==> src/rtl/assert_macros.svh <==
// assertion macros used by the top level rtl file
`ifndef ASSERT_MACROS_SVH
`define ASSERT_MACROS_SVH

// same-cycle implication, checked on every clock edge out of reset
`define GCCL_ASSERT_IMP(lbl, ante, cons) \
  lbl: assert property (@(posedge clk_i) disable iff (!rst_ni) (ante) |-> (cons)) \
    else $error("%m: check failed");

// next-cycle implication
`define GCCL_ASSERT_NEXT(lbl, ante, cons) \
  lbl: assert property (@(posedge clk_i) disable iff (!rst_ni) (ante) |=> (cons)) \
    else $error("%m: check failed");

`endif

==> src/rtl/gccl_pkg.sv <==
// types and constants of the grid connected component labeling block
package gccl_pkg;

  localparam int CfgW = 9;
  localparam int LblW = 15;

  localparam logic [LblW-1:0] NO_LABEL  = 15'h7fff;
  localparam logic [LblW-1:0] LABEL_MAX = 15'd16383;
  localparam logic [LblW-1:0] COUNT_MAX = 15'd16384;

  localparam logic CFG_WIDTH = 1'b0;
  localparam logic CFG_DEPTH = 1'b1;

  typedef enum logic [1:0] {
    FUNC_LOAD  = 2'd0,
    FUNC_RUN   = 2'd1,
    FUNC_QUERY = 2'd2
  } func_e;

  typedef enum logic [1:0] {
    RD_ITEM,
    RD_SCAN,
    RD_NBR
  } rdsel_e;

  typedef enum logic [3:0] {
    ST_CLEAR,
    ST_IDLE,
    ST_LOAD,
    ST_QRD,
    ST_RCLR,
    ST_SCAN_RD,
    ST_SCAN_CHK,
    ST_POP,
    ST_POP_WAIT,
    ST_NB_RD,
    ST_NB_CHK,
    ST_FIN
  } state_e;

  typedef struct packed {
    logic [1:0] func;
    logic [7:0] cell_x;
    logic [7:0] cell_z;
    logic       is_marked;
  } in_t;

  typedef struct packed {
    logic signed [LblW-1:0] label;
    logic [LblW-1:0]        section_count;
    logic                   out_of_grid;
  } out_t;

  typedef struct packed {
    logic   capture;
    logic   clr_mark;
    logic   clr_label;
    logic   mark_wr;
    rdsel_e rd_sel;
    logic   scan_init;
    logic   scan_next;
    logic   start_fill;
    logic   stk_pop;
    logic   cur_load;
    logic   nb_init;
    logic   nb_next;
    logic   nb_write;
    logic   out_load;
  } cmd_t;

  typedef struct packed {
    logic clr_done;
    logic scan_hit;
    logic scan_last;
    logic stk_empty;
    logic nb_last;
    logic out_free;
  } sts_t;

endpackage

==> src/rtl/gccl_ctrl.sv <==
// controller state machine: clearing, scan, flood fill and result sequencing
module gccl_ctrl (
  input  logic            clk_i,
  input  logic            rst_ni,
  input  logic            in_valid_i,
  input  logic [1:0]      in_func_i,
  input  gccl_pkg::sts_t  sts_i,
  output logic            in_stall_o,
  output gccl_pkg::cmd_t  cmd_o
);

  gccl_pkg::state_e state_q, state_d;

  always_ff @(posedge clk_i or negedge rst_ni) begin
    if (!rst_ni) begin
      state_q <= gccl_pkg::ST_CLEAR;
    end else begin
      state_q <= state_d;
    end
  end

  always_comb begin
    state_d    = state_q;
    cmd_o      = '0;
    cmd_o.rd_sel = gccl_pkg::RD_ITEM;
    in_stall_o = 1'b1;
    case (state_q)
      gccl_pkg::ST_CLEAR: begin
        cmd_o.clr_mark  = 1'b1;
        cmd_o.clr_label = 1'b1;
        if (sts_i.clr_done) state_d = gccl_pkg::ST_IDLE;
      end
      gccl_pkg::ST_IDLE: begin
        in_stall_o = 1'b0;
        if (in_valid_i) begin
          cmd_o.capture = 1'b1;
          case (in_func_i)
            gccl_pkg::FUNC_LOAD:  state_d = gccl_pkg::ST_LOAD;
            gccl_pkg::FUNC_RUN:   state_d = gccl_pkg::ST_RCLR;
            gccl_pkg::FUNC_QUERY: state_d = gccl_pkg::ST_QRD;
            default:              state_d = gccl_pkg::ST_FIN;
          endcase
        end
      end
      gccl_pkg::ST_LOAD: begin
        cmd_o.mark_wr = 1'b1;
        state_d = gccl_pkg::ST_FIN;
      end
      gccl_pkg::ST_QRD: begin
        state_d = gccl_pkg::ST_FIN;
      end
      gccl_pkg::ST_RCLR: begin
        cmd_o.clr_label = 1'b1;
        cmd_o.scan_init = 1'b1;
        if (sts_i.clr_done) state_d = gccl_pkg::ST_SCAN_RD;
      end
      gccl_pkg::ST_SCAN_RD: begin
        cmd_o.rd_sel = gccl_pkg::RD_SCAN;
        state_d = gccl_pkg::ST_SCAN_CHK;
      end
      gccl_pkg::ST_SCAN_CHK: begin
        cmd_o.rd_sel = gccl_pkg::RD_SCAN;
        if (sts_i.scan_hit) begin
          cmd_o.start_fill = 1'b1;
          state_d = gccl_pkg::ST_POP;
        end else if (sts_i.scan_last) begin
          state_d = gccl_pkg::ST_FIN;
        end else begin
          cmd_o.scan_next = 1'b1;
          state_d = gccl_pkg::ST_SCAN_RD;
        end
      end
      gccl_pkg::ST_POP: begin
        if (!sts_i.stk_empty) begin
          cmd_o.stk_pop = 1'b1;
          state_d = gccl_pkg::ST_POP_WAIT;
        end else if (sts_i.scan_last) begin
          state_d = gccl_pkg::ST_FIN;
        end else begin
          cmd_o.scan_next = 1'b1;
          state_d = gccl_pkg::ST_SCAN_RD;
        end
      end
      gccl_pkg::ST_POP_WAIT: begin
        cmd_o.cur_load = 1'b1;
        cmd_o.nb_init  = 1'b1;
        state_d = gccl_pkg::ST_NB_RD;
      end
      gccl_pkg::ST_NB_RD: begin
        cmd_o.rd_sel = gccl_pkg::RD_NBR;
        state_d = gccl_pkg::ST_NB_CHK;
      end
      gccl_pkg::ST_NB_CHK: begin
        cmd_o.rd_sel   = gccl_pkg::RD_NBR;
        cmd_o.nb_write = 1'b1;
        if (sts_i.nb_last) begin
          state_d = gccl_pkg::ST_POP;
        end else begin
          cmd_o.nb_next = 1'b1;
          state_d = gccl_pkg::ST_NB_RD;
        end
      end
      gccl_pkg::ST_FIN: begin
        if (sts_i.out_free) begin
          cmd_o.out_load = 1'b1;
          state_d = gccl_pkg::ST_IDLE;
        end
      end
      default: begin
        state_d = gccl_pkg::ST_CLEAR;
      end
    endcase
  end

endmodule

==> config.mk <==
export PLATFORM = sky130hd
export DESIGN_NAME = gccl_ctrl
export DESIGN_NICKNAME = d
export VERILOG_FILES = /design/src/rtl/assert_macros.svh /design/src/rtl/gccl_pkg.sv /design/src/rtl/gccl_ctrl.sv
export SDC_FILE = /design/constraint.sdc
export NUM_CORES = 1
export LEC_CHECK = 0
export ABC_AREA = 1
export BUFFER_PORTS_ARGS = -buffer_cell sky130_fd_sc_hd__buf_2
export CORE_AREA = 4 4 41 43
export CTS_CLUSTER_DIAMETER = 40
export DETAILED_ROUTE_END_ITERATION = 12
export DIE_AREA = 0 0 45 47
export PLACE_DENSITY = 0.74
export SLEW_MARGIN = 10
export SYNTH_ARGS = -nofsm -noshare
export SYNTH_HDL_FRONTEND = slang
export SYNTH_SLANG_ARGS = --single-unit
export TNS_END_PERCENT = 5
==> constraint.sdc <==
create_clock -name clk_i -period 2.4 [get_ports clk_i]
set_input_delay 0.48 -clock clk_i [delete_from_list [all_inputs] [get_ports clk_i]]
set_output_delay 0.48 -clock clk_i [all_outputs]
set_load 0.03 [all_outputs]
; Word level (Yosys, flattened, before mapping)
; Index checks and enable logic that the tools add are counted.
[totals]
output_inout_bits = 16
ff_bits = 4
[classes]
eq_ne = 17
n_mux = 31
reduce_logical = 7
[op_table]
columns = operator, n
row1 = one-hot mux 4 bit (11 select lines), 1
row2 = 2-to-1 mux 4 bit, 8
row3 = 2-to-1 mux 1 bit, 17
row4 = "== test 4 x 3 -> 1 bit, second input constant", 4
row5 = "== test 4 bit, second input constant", 4
row6 = one-hot mux 4 bit (3 select lines), 1
row7 = "== test 4 x 2 -> 1 bit, second input constant", 2
row8 = "inequality test 2 bit, second input constant", 4
row9 = OR reduction 2 bit, 4
row10 = "== test 4 x 1 -> 1 bit, second input constant", 1
row11 = zero test 4 bit, 1
row12 = 2-to-1 mux 2 bit, 2
row13 = one-hot mux 2 bit (2 select lines), 1
row14 = AND reduction 4 bit, 1
row15 = "== test 2 x 1 -> 1 bit, second input constant", 1
row16 = "== test 2 bit, second input constant", 1
row17 = zero test 2 bit, 1
row18 = one-hot mux 1 bit (2 select lines), 1

; Longest topological paths before layout
[depth]
word_depth = 4
mapped_depth = 8

; Worst setup path after synthesis
; OpenSTA, ideal clock, no wires.
[synth_timing]
path_type = register to output
from = register state_q[0]
to = output port cmd_o[4] in the netlist's numbering
path_buffers = 1
arrival_ps = 1358
stages_incl_launch_ff = 5
t_required_ps = 1920
path_slack_ps = 562
cell_sequence = dfrtp_1 nor2_1 inv_1 nor2_1 buf_4
[synth_lines]
columns = item, line_no
row1 = "start, declared", gccl_ctrl.sv:12  ; gccl_pkg::state_e state_q, state_d;
row2 = "start signal, assigned", gccl_ctrl.sv:16  ; state_q <= gccl_pkg::ST_CLEAR;
row3 = "start signal, assigned", gccl_ctrl.sv:18  ; state_q <= state_d;
row4 = "end, declared", gccl_ctrl.sv:9  ; output gccl_pkg::cmd_t cmd_o

==> run summary <==
Status - complete, no violations
CP peak stage delay - 0.49 ns
Final Hold Violating Endpoints - 0
DRT Wirelength - 1470 µm
Sum Neg Setup Slack - 0 ns
Die width - 45 µm
Cell Pwr Density - 1230 nW/µm²
Area of the die - 2120 µm²
# DRC - 0
Vias per Instance - 4.85
DRT Pass-1 Iters - 4
Clock Skew - 0.00432 ns
# Post-CTS Setup Buffers - 0
Via count - 698
1st-iter DRT viols - 9
Max-slew violation count - 0
Post-Layout Inst Area - 721 µm²
CTS tree - done
Register bit total from synthesis - 4
Slowest CP cell - dfrtp_1
Clock power share - 0.091
Mean Syn Cell Area - 5.51 µm²
Die height - 47 µm
Worst Setup Start Kind - register
DR WL/cell - 10.2 µm
Critical path cell sequence - inv_2 > nor2_4 > nand2_2 > nor2_2 > a31o_2 > buf_2
VDD IR-drop max - 538 µV
Comb pwr share - 0.724
Core area - 1300 µm²
Antenna fix cells - 0
Clk_lat worst skew - 0.23 ns
Global route overflow - 0
Via count of the first global-routing pass - 619
Max FFs per register - 4
FMAX - 498 MHz
Req. time, crit path - 1.92 ns
Hold crit path type - in -> async
CTS max path bufs - 2
Area growth, synth to finish - 29.4%
Cell Area, Synth - 557 µm²
Final period util - 0.836
Setup violators final - 0
Cell Int Power - 0.345 mW
# hold bufs at CTS - 0
Cts repair resizes - 0
GRT Overall Usage - 0.152
Max cap viols - 0
RSZ-0062 raised after global routing - false
CP Capture Type - primary output
Starting density of the core - 0.428
DRT antenna net count - 0
Synthesis Warnings - 0
Switching power total - 0.538 mW
Boundary pin count - 27
Min Tclk post-route - 2.01 ns
FP Rows - 13
Leak - 0.479 nW
Crit Path Class - reg -> out
Sequential Power Share - 0.185
CP max FO - 9
Largest net degree at the start of global routing - 10
IO buf count - 26
Biggest register - state_q
Clk root buf - clkbuf_4
Share of layout cells above drive strength 1 - 0.349
Placed instance area - 698 µm²
Initial antenna violation count - 0
Slew margin rel. - 0.813
CTS clk-pin slew, worst paths - 0.04 ns
Slew @ Worst Pin - 0.280 ns
Biggest regs - state_q x4
Post-synthesis sequential area ratio - 0.180
RD Place Congestion - 0.823
Number of buffers created by CTS - 3
Dpl hpwl - 1290 µm
Critical Path AT - 1.53 ns
Final #Nets - 142
Clk sinks - 4
Synth unique cells - 17
Switch share - 0.609
Syn nets - 112
Syn Inst Count - 101
# H-tree levels - 1
R2R cell count - 7
Global-route wire length before repair - 2460 µm
==> routing by layer <==
| layer | global-route usage | part of all wire | vias up |
|---|---|---|---|
| met2 | 0.263 | 0.48 | 19 |
| met1 | 0.207 | 0.46 | 311 |
| met3 | 0.0345 | 0.060 | 0 |
| met5 | 0 | 0 | - |
| met4 | 0 | 0 | 0 |
| li1 | - | - | 368 |
==> layout by cell type (no fill, tap or decap), types with 2 or more instances in the layout <==
master,synthesis,final
inv_2,2,2
dfrtp_1,4,4
buf_2,0,26
nor2_4,4,4
nand2_2,3,3
clkbuf_4,0,3
nand2_1,31,31
o21ai_0,2,2
nand3_1,9,9
nor2_2,4,4
inv_1,14,14
nor2_1,21,21
==> power by group through the flow <==
stage | clock network, mW | registers (mW) | logic (mW)
5_1_grt | 0.0873 | 0.168 | 0.718
2_1_floorplan | 0 | 0.153 | 0.503
6_report | 0.0806 | 0.163 | 0.639
4_1_cts | 0.0821 | 0.163 | 0.647
3_5_place_dp | 0 | 0.164 | 0.645
3_3_place_gp | 0 | 0.164 | 0.635
==> layout make-up <==
| type | count | area, µm² |
|---|---|---|
| clock buffers | 3 | 22.5 |
| fillers | 155 | 581 |
| inverters | 16 | 60.1 |
| multi-input cells | 80 | 389 |
| flip-flops and latches | 4 | 100 |
| well taps | 15 | 18.8 |
| repair buffers | 26 | 130 |
==> cell families after synthesis <==
| logic type | after synthesis | share of synthesized area |
|---|---|---|
| DFF | 4 | 0.180 |
| AOI/OAI and AO/OA | 4 | 0.0472 |
| buffers and inverters | 17 | 0.121 |
| and+or+nand+nor | 76 | 0.652 |
==> per-stage QoR <==
stage                     cells  worst slack, ns  power [mW]  hold WS (ns)  utilization
final                       144            0.393       0.883        0.0444        0.554
after floorplan             101            0.562       0.656         0.184            -
after CTS                   144            0.389       0.892        0.0447        0.554
after global routing        144            0.285       0.974        0.0462        0.554
after global placement      141            0.692       0.799         0.285        0.537
after detailed placement    141            0.642       0.808         0.287        0.537
==> synthesized netlist by cell type (all sizes together) <==
library cell | number | share of area
buf | 1 | 0.013
nor3 | 1 | 0.0090
o211ai | 1 | 0.013
o21ai | 2 | 0.018
nand3b | 1 | 0.013
nor2 | 29 | 0.27
inv | 16 | 0.11
dfrtp | 4 | 0.18
nand3 | 10 | 0.099
nand2 | 35 | 0.26
a31o | 1 | 0.016
==> path summary, 6_finish.rpt <==
path,start,slack (ns),endpoint
worst max-delay path,state_q[2],0.39,cmd_o[7]
worst max register to register,state_q[0],1.05,state_q[1]
max in group asynchronous,rst_ni,2.24,state_q[1]
min in group clk_i,sts_i[0],0.65,state_q[3]
worst min-delay path,rst_ni,0.04,state_q[2]
worst min register to register,state_q[2],0.66,state_q[2]
==> worst max-delay path, delay by kind of cell, from the launching register on <==
kind | cells | cell delay, ns
AO/OA/AOI/OAI | 1 | 0.12
buffers and inverters | 2 | 0.28
flip-flops | 1 | 0.49
AND/OR/NAND/NOR | 3 | 0.41
No activity file was read; power rests on OpenSTA's default activity.
